`src/rtl/sbb_pkg.sv`:
```
`default_nettype none
package sbb_pkg;

  // fixed field and register widths
  localparam int PIX_W      = 8;
  localparam int PIX_MAX    = (1 << PIX_W) - 1;
  localparam int QUOT_W     = 8;
  localparam int RAD_REG_W  = 4;
  localparam int SIZE_REG_W = 12;
  localparam int CFG_DATA_W = 12;
  localparam int CFG_IDX_W  = 2;

  // parameter defaults
  localparam int DEF_MAX_WIDTH  = 2048;
  localparam int DEF_MAX_HEIGHT = 2048;
  localparam int DEF_MAX_RADIUS = 15;

  // register reset values
  localparam int RST_RADIUS = 1;
  localparam int RST_WIDTH  = 640;
  localparam int RST_HEIGHT = 480;

  // register indexes
  typedef enum logic [CFG_IDX_W-1:0] {
    CFG_RADIUS = 2'd0,
    CFG_WIDTH  = 2'd1,
    CFG_HEIGHT = 2'd2
  } cfg_idx_e;

  typedef struct packed {
    logic [PIX_W-1:0] pixel;
    logic             drain;
  } pix_in_t;

  typedef struct packed {
    logic [PIX_W-1:0] blurred;
    logic             last_of_frame;
  } pix_out_t;

endpackage
`default_nettype wire

```
`src/rtl/sbb_div.sv`:
```
`default_nettype none
module sbb_div #(
  parameter int SW = 18,
  parameter int DW = 10
) (
  input  logic                       clk_i,
  input  logic                       rst_ni,
  input  logic                       start_i,
  input  logic [SW-1:0]              dividend_i,
  input  logic [DW-1:0]              divisor_i,
  output logic                       done_o,
  output logic [sbb_pkg::QUOT_W-1:0] quot_o
);
  import sbb_pkg::*;

  localparam int STW = $clog2(QUOT_W);
  localparam int EW  = SW + QUOT_W;

  logic            busy_q, done_q;
  logic [STW-1:0]  step_q;
  logic [SW-1:0]   rem_q;
  logic [DW-1:0]   dvs_q;
  logic [QUOT_W-1:0] quot_q;

  logic [EW-1:0]   shifted;
  logic            fits;

  // restoring step, one quotient bit a cycle
  always_comb begin
    shifted = EW'(dvs_q) << step_q;
    fits    = EW'(rem_q) >= shifted;
  end

  always_ff @(posedge clk_i or negedge rst_ni) begin
    if (!rst_ni) begin
      busy_q <= 1'b0;
      done_q <= 1'b0;
      step_q <= '0;
    end else begin
      done_q <= 1'b0;
      if (start_i) begin
        busy_q <= 1'b1;
        step_q <= STW'(QUOT_W - 1);
      end else if (busy_q) begin
        step_q <= step_q - 1'b1;
        if (step_q == '0) begin
          busy_q <= 1'b0;
          done_q <= 1'b1;
        end
      end
    end
  end

  // datapath
  always_ff @(posedge clk_i) begin
    if (start_i) begin
      rem_q  <= dividend_i;
      dvs_q  <= divisor_i;
      quot_q <= '0;
    end else if (busy_q) begin
      if (fits) begin
        rem_q <= SW'(EW'(rem_q) - shifted);
      end
      quot_q[step_q] <= fits;
    end
  end

  assign done_o = done_q;
  assign quot_o = quot_q;

endmodule
`default_nettype wire

```
`config.mk`:
```
export PLATFORM = sky130hd
export DESIGN_NAME = sbb_div
export DESIGN_NICKNAME = d
export VERILOG_FILES = /design/src/rtl/sbb_pkg.sv /design/src/rtl/sbb_div.sv
export SDC_FILE = /design/constraint.sdc
export NUM_CORES = 1
export LEC_CHECK = 0
export ABC_AREA = 1
export BUFFER_PORTS_ARGS = -buffer_cell sky130_fd_sc_hd__buf_2
export CORE_MARGIN = 2
export CORE_UTILIZATION = 40
export CTS_CLUSTER_SIZE = 40
export DETAILED_ROUTE_END_ITERATION = 8
export SETUP_SLACK_MARGIN = 0.05
export SYNTH_ARGS = -nofsm -noshare
export SYNTH_HDL_FRONTEND = slang
export SYNTH_SLANG_ARGS = --single-unit
```
`constraint.sdc`:
```
create_clock -name clk_i -period 3.1 [get_ports clk_i]
set_input_delay 0.93 -clock clk_i [delete_from_list [all_inputs] [get_ports clk_i]]
set_output_delay 0.93 -clock clk_i [all_outputs]
set_load 0.05 [all_outputs]
```
Word-level counts from Yosys, hierarchy flattened:

Cells that the tools add are included.

* register bits: 41
* input port bits: 31
* output and inout bits: 9
* word-level logic and storage cells: 31

* add/sub/neg operators: 2
* $lt $le $gt $ge: 3
* shifts and indexed selects: 1
* mux-type cells: 14
* reduce and logical (&&, ||, !) cells: 5

Operators with widths (number)
* $mux W18: 3
* $ge A18 B26 Y1: 1
* $shl A10 B3 Y26: 1
* $sub A18 B18 Y18: 1
* $bwmux W8: 1
* $mux W1: 7
* $mux W3: 2
* $lt A3 B4 Y1 const B: 1
* $reduce_bool A2 Y1: 2
* $demux W1 S3: 1
* $ge A3 B1 Y1 const B: 1
* $logic_not A3 Y1: 1
* $sub A3 B1 Y3 const B: 1
* $reduce_and A2 Y1: 1
* $logic_and A1 B1 Y1: 1

Longest topological paths before layout:

Gate-level depths: netlist of the first run.

* depth in word-level cells: 5
* mapped depth: 19
* mapped depth without buffers: 18

Worst setup path before layout of the first run:

No wires, ideal clock.

* path type: reg2reg
* from: register step_q[1]
* to: register rem_q[0], enable pin
* library setup time: 0.375 ns
* arrival time: 2.517 ns
* required time: 2.725 ns
* slack: 0.208 ns
* stages on the path, launching flop included: 16
* path buffers: 2
* clock period less this slack: 2.892 ns
* cell sequence: dfrtp_1 buf_2 inv_1 buf_2 o21ai_1 o22ai_1 inv_1 ha_1 nand2_1 inv_2 nand3_1 nor3_1 a21oi_4 nand2_1 nand2_1 nand2_1

* longest elaborated chain between the ends: 4

Ends and longest elaborated chain
* from (decl): RTL line sbb_div.sv:20 `logic [STW-1:0] step_q;`
* from (signal assigned): RTL line sbb_div.sv:43 `step_q <= STW'(QUOT_W - 1);`
* from (signal assigned): RTL line sbb_div.sv:45 `step_q <= step_q - 1'b1;`
* $shl A10 B3 Y26: RTL line sbb_div.sv:30 `shifted = EW'(dvs_q) << step_q;`
* $ge A18 B26 Y1: RTL line sbb_div.sv:31 `fits = EW'(rem_q) >= shifted;`
* $reduce_bool A2 Y1 (no line)
* $reduce_and A2 Y1 (no line)
* to (signal assigned): RTL line sbb_div.sv:57 `rem_q <= dividend_i;`
* to (signal assigned): RTL line sbb_div.sv:62 `rem_q <= SW'(EW'(rem_q) - shifted);`
* to (decl): RTL line sbb_div.sv:21 `logic [SW-1:0] rem_q;`

Every way passes these cells.
A chain may end at the register's enable or synchronous reset.

Worst setup path in the final report of the first run:

* from: register step_q[1]
* to: register rem_q[16], enable pin

The elaborated chain is that of the path after synthesis.

==> metrics.csv, run 1 <==
metric;value;unit
status;finished clean;
PwrDens;865;mW/mm^2
fin. max-slew vios;0;
crit-path max FO;9;
Area growth syn-to-layout;18.0;%
Clock Tree Buf Depth;2;
vias in the first global route;2700;
clock transition at the registers of the reported paths;0.09;ns
main area contributors after synthesis;edfxtp_1 (27%), nand2_1 (20%), ha_1 (7.8%);
Max Fclk;353;MHz
period utilization;91.3;%
antenna violations before repair;0;
Synth top area share;27.4;%
Residual DRC;0;
area of the multi-input gates;0.00174;mm^2
IO buf count;39;
die width;91.6;um
pre-CTS WS;-0.000510;ns
CTS tree;done;
Routed WL;7.45;mm
met3 GRT Util;3.40;%
crit path DAT;2.84;ns
Critical Path End Type;register;
Ys Warns;0;
Final Hold Fails;0;
RR Endpoint;rem_q[16]$_DFFE_PP_;
Worst setup SP type;register;
first-pass GRT wire length;12.5;mm
max cap viols;0;
Clock Sinks;41;
Reg2Reg Depth;16;
Syn Nets;495;
antenna-violating nets left;0;
register area;0.00113;mm^2
CTS Buf Count;5;
Post-Syn Area;0.00307;mm^2
RSZ-0062 raised after global routing;true;
final worst slack;0.269;ns
Seq/Total Area, Yosys;36.7;%
CTS root buf;clkbuf_8;
Synth Instances;444;
Avg Cell Area, Syn;6.91;um^2
setup_tns;0;ns
Die Y-Extent;91.6;um
relative slew slack;70.4;%
Tot Pwr;3.13;mW
R2R setup slack;0.27;ns
WP data required;3.11;ns
Initial Utilization;41.8;%
area leader, netlist;edfxtp_1;
r2r startpoint;step_q[1]$_DFFE_PN0P_;
GR Util All Layers;18.8;%
min-delay worst type;input port to asynchronous set/reset pin;
worst vdd ir;0.293;mV
met1 GRT Util;25.3;%
Period minus WS final;2.83;ns
total gr overflow;0;
first drt pass iteration count;4;
WHS;0.431;ns
largest net degree at the start of global routing;45;
DR vias;2907;
layout cells sized above 1;19.4;%
final setup skew;0.0106;ns
Yosys reg bits;41;
Yosys cell types;34;
Final setup viols;0;
met2 Track Usage GR;30.4;%
post-route cell area;0.00362;mm^2
antenna cells;0;
Fillers;759;
CP Class;register to register;
Via density;4.89;
I/O pin total;40;
H-tree level count;2;
Wirelength per Cell;12.5;um
row count;31;
global-route layer with the greatest usage;met2;
dpl hpwl;5.86;mm
core box area;0.00733;mm^2
die footprint;0.00838;mm^2
worst skew pair latency;0.30;ns
static leakage power;1.82;nW
worst slew pin tran;0.444;ns
RD Place Congestion;0.977;
final net count;545;
cell area after placement;0.00340;mm^2
initial DRC count;146;
==> worst max-delay path, cell delays in order, from the launching register on <==
cell,delay [ns]
dfrtp_1,0.43
clkinvlp_4,0.19
buf_4,0.17
o21ai_1,0.15
o21ai_0,0.13
ha_1,0.38
nand2_1,0.10
inv_2,0.08
nand2_1,0.10
nor3_4,0.13
nand2_2,0.09
nand2_2,0.09
nand2_4,0.09
nand2_1,0.08
nand2_1,0.06
nand2_1,0.10
buf_4,0.19
==> report_power, final <==
part,switching (mW),internal [mW]
clock,0.209,0.210
combinational,1.16,0.680
sequential,0.0897,0.784
==> how the worst max path moves through the flow <==
stage                                      from  slack [ns]  depth (start not counted)                   to
after CTS                 step_q[0]$_DFFE_PN0P_         0.1                         18   rem_q[3]$_DFFE_PP_
after detailed placement  step_q[0]$_DFFE_PN0P_     -0.0005                         16   rem_q[5]$_DFFE_PP_
after global placement    step_q[0]$_DFFE_PN0P_        0.08                         16   rem_q[4]$_DFFE_PP_
after global routing      step_q[0]$_DFFE_PN0P_        0.02                         18  rem_q[16]$_DFFE_PP_
after floorplan           step_q[1]$_DFFE_PN0P_        0.21                         15   rem_q[0]$_DFFE_PP_
final                     step_q[1]$_DFFE_PN0P_        0.27                         16  rem_q[16]$_DFFE_PP_
==> logic make-up after synthesis <==
| logic type | synth area share [%] |
|---|---|
| AO/OA/AOI/OAI | 8.57 |
| flip-flops | 36.7 |
| XOR/XNOR | 1.14 |
| adder cells (fa/ha/maj) | 8.40 |
| multiplexers | 0.326 |
| buffers and inverters | 8.28 |
| AND/OR/NAND/NOR | 36.6 |
==> area by class of cell <==
class	instances	area share [%]
clock buffers	6	2.59
clock inverters	2	0.415
inverters	53	5.67
multi-input cells	339	48.2
flip-flops and latches	41	31.2
well taps	99	3.42
repair buffers	53	8.41
repair inverters	1	0.138
==> metal layers <==
layer,up-vias,share of wire (%)
met5,-,0
met1,1289,48
met2,77,46
met3,12,4.5
li1,1529,-
met4,0,2.1
==> synth_stat cells (all sizes together) <==
cell	n
buf	6
ha	19
nand2	169
o22ai	2
nor3	6
fa	1
edfxtp	28
or2	2
o21ai	25
clkbuf	5
xor2	1
xnor2	3
a31oi	1
o21bai	2
nand3b	5
nand4	1
nand3	37
dfxtp	8
inv	53
a21oi	17
nor4	1
dfrtp	5
nor2	46
mux2i	1
==> flip-flops by register name, summed over array words and instances (netlist names) <==
register  count
rem_q        18
dvs_q        10
quot_o        8
step_q        3
busy_q        1
done_o        1
==> repair_timing <==
item | CTS | global route
cloned | 0 | 1
hold buffers | 0 | 0
setup buffers | 0 | 5
setup endpoints to repair | 18 | 18
pin swaps | 0 | 1
gates resized for setup | 2 | 17
==> metrics by stage <==
step / utilization, % / cells
2_1_floorplan: - / 444
3_3_place_gp: 46.4 / 580
3_5_place_dp: 46.4 / 580
4_1_cts: 47.9 / 588
5_1_grt: 49.3 / 594
6_report: 49.3 / 594
==> placed cells by master, fill, tap and decap left out, drive strengths merged, types with 2 or more instances in the layout <==
cell type,synthesis,routed
nand3b,5,5
o21bai,2,2
dfrtp,5,5
buf,6,53
a21oi,17,17
xnor2,3,3
nand3,37,37
o21ai,25,25
inv,53,53
dfxtp,8,8
or2,2,2
nand2,169,169
clkinvlp,0,2
nor2,46,46
nor3,6,6
ha,19,19
o22ai,2,2
edfxtp,28,28
clkbuf,5,6
(Power assumes the default switching activity.)
==> run 2, diff against run 1 <==
--- a/config.mk
+++ b/config.mk
@@ -7,10 +7,12 @@
 export LEC_CHECK = 0
 export ABC_AREA = 1
 export BUFFER_PORTS_ARGS = -buffer_cell sky130_fd_sc_hd__buf_2
+export CORE_ASPECT_RATIO = 0.75
 export CORE_MARGIN = 2
 export CORE_UTILIZATION = 40
 export CTS_CLUSTER_SIZE = 40
 export DETAILED_ROUTE_END_ITERATION = 8
+export PLACE_DENSITY = 0.57
 export SETUP_SLACK_MARGIN = 0.05
 export SYNTH_ARGS = -nofsm -noshare
 export SYNTH_HDL_FRONTEND = slang
==> run 2 against run 1 <==
- sequential power is 2% lower
- worst hold slack better by 0.0033 ns
- clock power is 16% lower
- critical endpoint is now rem_q[1]$_DFFE_PP_
- core utilization is 1.7 points lower
- cell area is 2.5% lower
- combinational power is 3% lower
- largest power group unchanged
- setup slack worse by 0.040 ns
- first-iteration DRC count is 31% higher
- largest cell class unchanged
- critical path depth is 2 higher
==> metrics.csv, run 2 (same netlist as run 1, synthesis figures left out) <==
metric;value;unit;change
cell internal pwr;1.58;mW;was 1.67 mW
status;finished clean;;unchanged
Worst setup SP type;register;;unchanged
CTS tree;done;;unchanged
fin cells;592;;was 594
crit-path max FO;18;;was 9
sequential share of power;28.6;%;was 27.9%
met2 Track Usage GR;29.3;%;was 30.4%
met1 GRT Util;29.1;%;was 25.3%
WP data required;3.16;ns;was 3.11 ns
cell area after placement;0.00341;mm^2;was 0.00340 mm^2
setup_tns;0;ns;unchanged
static leakage power;1.78;nW;was 1.82 nW
core box area;0.00740;mm^2;was 0.00733 mm^2
period utilization;92.6;%;was 91.3%
relative slew slack;55.1;%;was 70.4%
Logic pwr share;59.6;%;was 58.7%
Critical Path End Type;register;;unchanged
max cap viols;0;;unchanged
IO buf count;39;;unchanged
Initial Utilization;41.5;%;was 41.8%
pre-CTS WS;0.162;ns;was -0.000510 ns
met3 GRT Util;3.35;%;was 3.40%
PwrDens;852;mW/mm^2;was 865 mW/mm^2
die width;105;um;was 91.6 um
total gr overflow;0;;unchanged
dpl hpwl;5.92;mm;was 5.86 mm
GR Util All Layers;19.4;%;was 18.8%
layout cells sized above 1;17.1;%;was 19.4%
row count;27;;was 31
Clock Tree Buf Depth;2;;unchanged
Die Y-Extent;79.8;um;was 91.6 um
vias in the first global route;2711;;was 2700
RD Place Congestion;0.824;;was 0.977
RSZ-0062 raised after global routing;false;;was true
final setup skew;0.00615;ns;was 0.0106 ns
Max Fclk;348;MHz;was 353 MHz
Sw Share;47.5;%;was 46.5%
worst slew pin tran;0.673;ns;was 0.444 ns
global-route layer with the greatest usage;met2;;unchanged
die footprint;0.00839;mm^2;was 0.00838 mm^2
WHS;0.434;ns;was 0.431 ns
max reg flops;18;;unchanged
Worst Setup SP;step_q[1]$_DFFE_PN0P_;;unchanged
first-pass GRT wire length;13.0;mm;was 12.5 mm
post-route cell area;0.00353;mm^2;was 0.00362 mm^2
Final Hold Fails;0;;unchanged
largest net degree at the start of global routing;45;;unchanged
final worst slack;0.229;ns;was 0.269 ns
most common cell after layout, fill and taps aside;nand2_1;;unchanged
crit path DAT;2.93;ns;was 2.84 ns
first drt pass iteration count;4;;unchanged
CTS root buf;clkbuf_8;;unchanged
r2r startpoint;step_q[1]$_DFFE_PN0P_;;unchanged
Wirelength per Cell;13.0;um;was 12.5 um
CTS Buf Count;5;;unchanged
Routed WL;7.71;mm;was 7.45 mm
antenna violations before repair;0;;unchanged
largest register by flop count;rem_q;;unchanged
worst skew pair latency;0.30;ns;about the same
Area growth syn-to-layout;15.0;%;was 18.0%
final net count;541;;was 545
H-tree level count;2;;unchanged
Clock Sinks;41;;unchanged
NetSw;1.43;mW;was 1.45 mW
Clock Power Share;11.8;%;was 13.4%
clock transition at the registers of the reported paths;0.08;ns;was 0.09 ns
DR vias;2847;;was 2907
Hold-fix buffers, CTS;0;;unchanged
fin. max-slew vios;0;;unchanged
Period minus WS final;2.87;ns;was 2.83 ns
highest-count cells in the layout ignoring fill and taps;nand2_1 (163), nor2_1 (45), inv_1 (43), buf_2 (39), nand3_1 (37);;was nand2_1 (161), nor2_1 (44), inv_1 (42), buf_2 (39), nand3_1 (37)
Final setup viols;0;;unchanged
antenna-violating nets left;0;;unchanged
CP Class;register to register;;unchanged
Residual DRC;0;;unchanged
worst vdd ir;0.386;mV;was 0.293 mV
I/O pin total;40;;unchanged
Via density;4.81;;was 4.89
antenna cells;0;;unchanged
min-delay worst type;input port to asynchronous set/reset pin;;unchanged
Placed Cells;582;;was 580
initial DRC count;191;;was 146
-- run 2: changes by cell type in the layout (fill, tap and decap cells not counted), moves of 2 or more --
cell and delta:
ha_1 +2, nand2_2 -2, nand2_1 +2, ha_4 -2
buf_4 -4, clkinv_2 +2
-- run 2: area by class of cell --
class | instances | area, um^2
clock buffer | 6 | 72.6
clock inverter | 2 | 10.0
fill | 775 | 3870
inverter | 53 | 205
multi-input combinational | 339 | 1700
sequential | 41 | 1130
tap | 101 | 126
timing repair buffer | 49 | 283
timing repair inverter | 1 | 5.00
-- run 2: repair_timing --
action                     CTS  global route
resized for setup            0             8
setup endpoints to repair    0            18
setup buffers                0             1
-- run 2: worst paths after layout --
check                                          to  slack (ns)  cells past startpoint
max in group asynchronous   step_q[1]$_DFFE_PN0P_        2.51                      1
max reg2reg                    rem_q[1]$_DFFE_PP_        0.23                     18
min reg2reg                quot_o[0]$_SDFFE_PP0P_        0.57                      4
min in group clk_i         quot_o[0]$_SDFFE_PP0P_        0.57                      4
min                              busy_q$_DFF_PN0_        0.43                      1
max                            rem_q[1]$_DFFE_PP_        0.23                     18
-- run 2: per-stage QoR --
step / utilization, % / power [mW]
3_5_place_dp: 46.1 / 2.64
3_3_place_gp: 46.1 / 2.62
6_report: 47.7 / 3.00
2_1_floorplan: - / 2.20
5_1_grt: 47.7 / 3.32
4_1_cts: 47.3 / 3.01
-- run 2: critical path, cell delays in order, from the launching register on --
cell and delay (ns):
dfrtp_2 0.46, buf_4 0.18, nor2_1 0.14, inv_1 0.11, nor2_1 0.13, ha_1 0.15
inv_1 0.08, fa_1 0.41, nand2_2 0.10, a21oi_2 0.09, nand2_2 0.07, nand2_2 0.09
nand2_2 0.09, nand2_2 0.08, nand2_4 0.06, nand2_1 0.04, nand2_1 0.05, nand2_1 0.08
buf_12 0.20
-- run 2: metal layers --
metal	vias up	share of wire (%)
met5	-	0
met4	0	0.70
met3	6	3.8
met2	48	41
met1	1268	54
li1	1525	-
-- run 2: power by group through the flow --
stage	clock, mW	combinational, mW	sequential, mW
detailed placement	0	1.77	0.869
global placement	0	1.75	0.870
finish	0.354	1.79	0.859
global route	0.392	2.05	0.876
floorplan	0	1.33	0.869
CTS	0.369	1.78	0.857
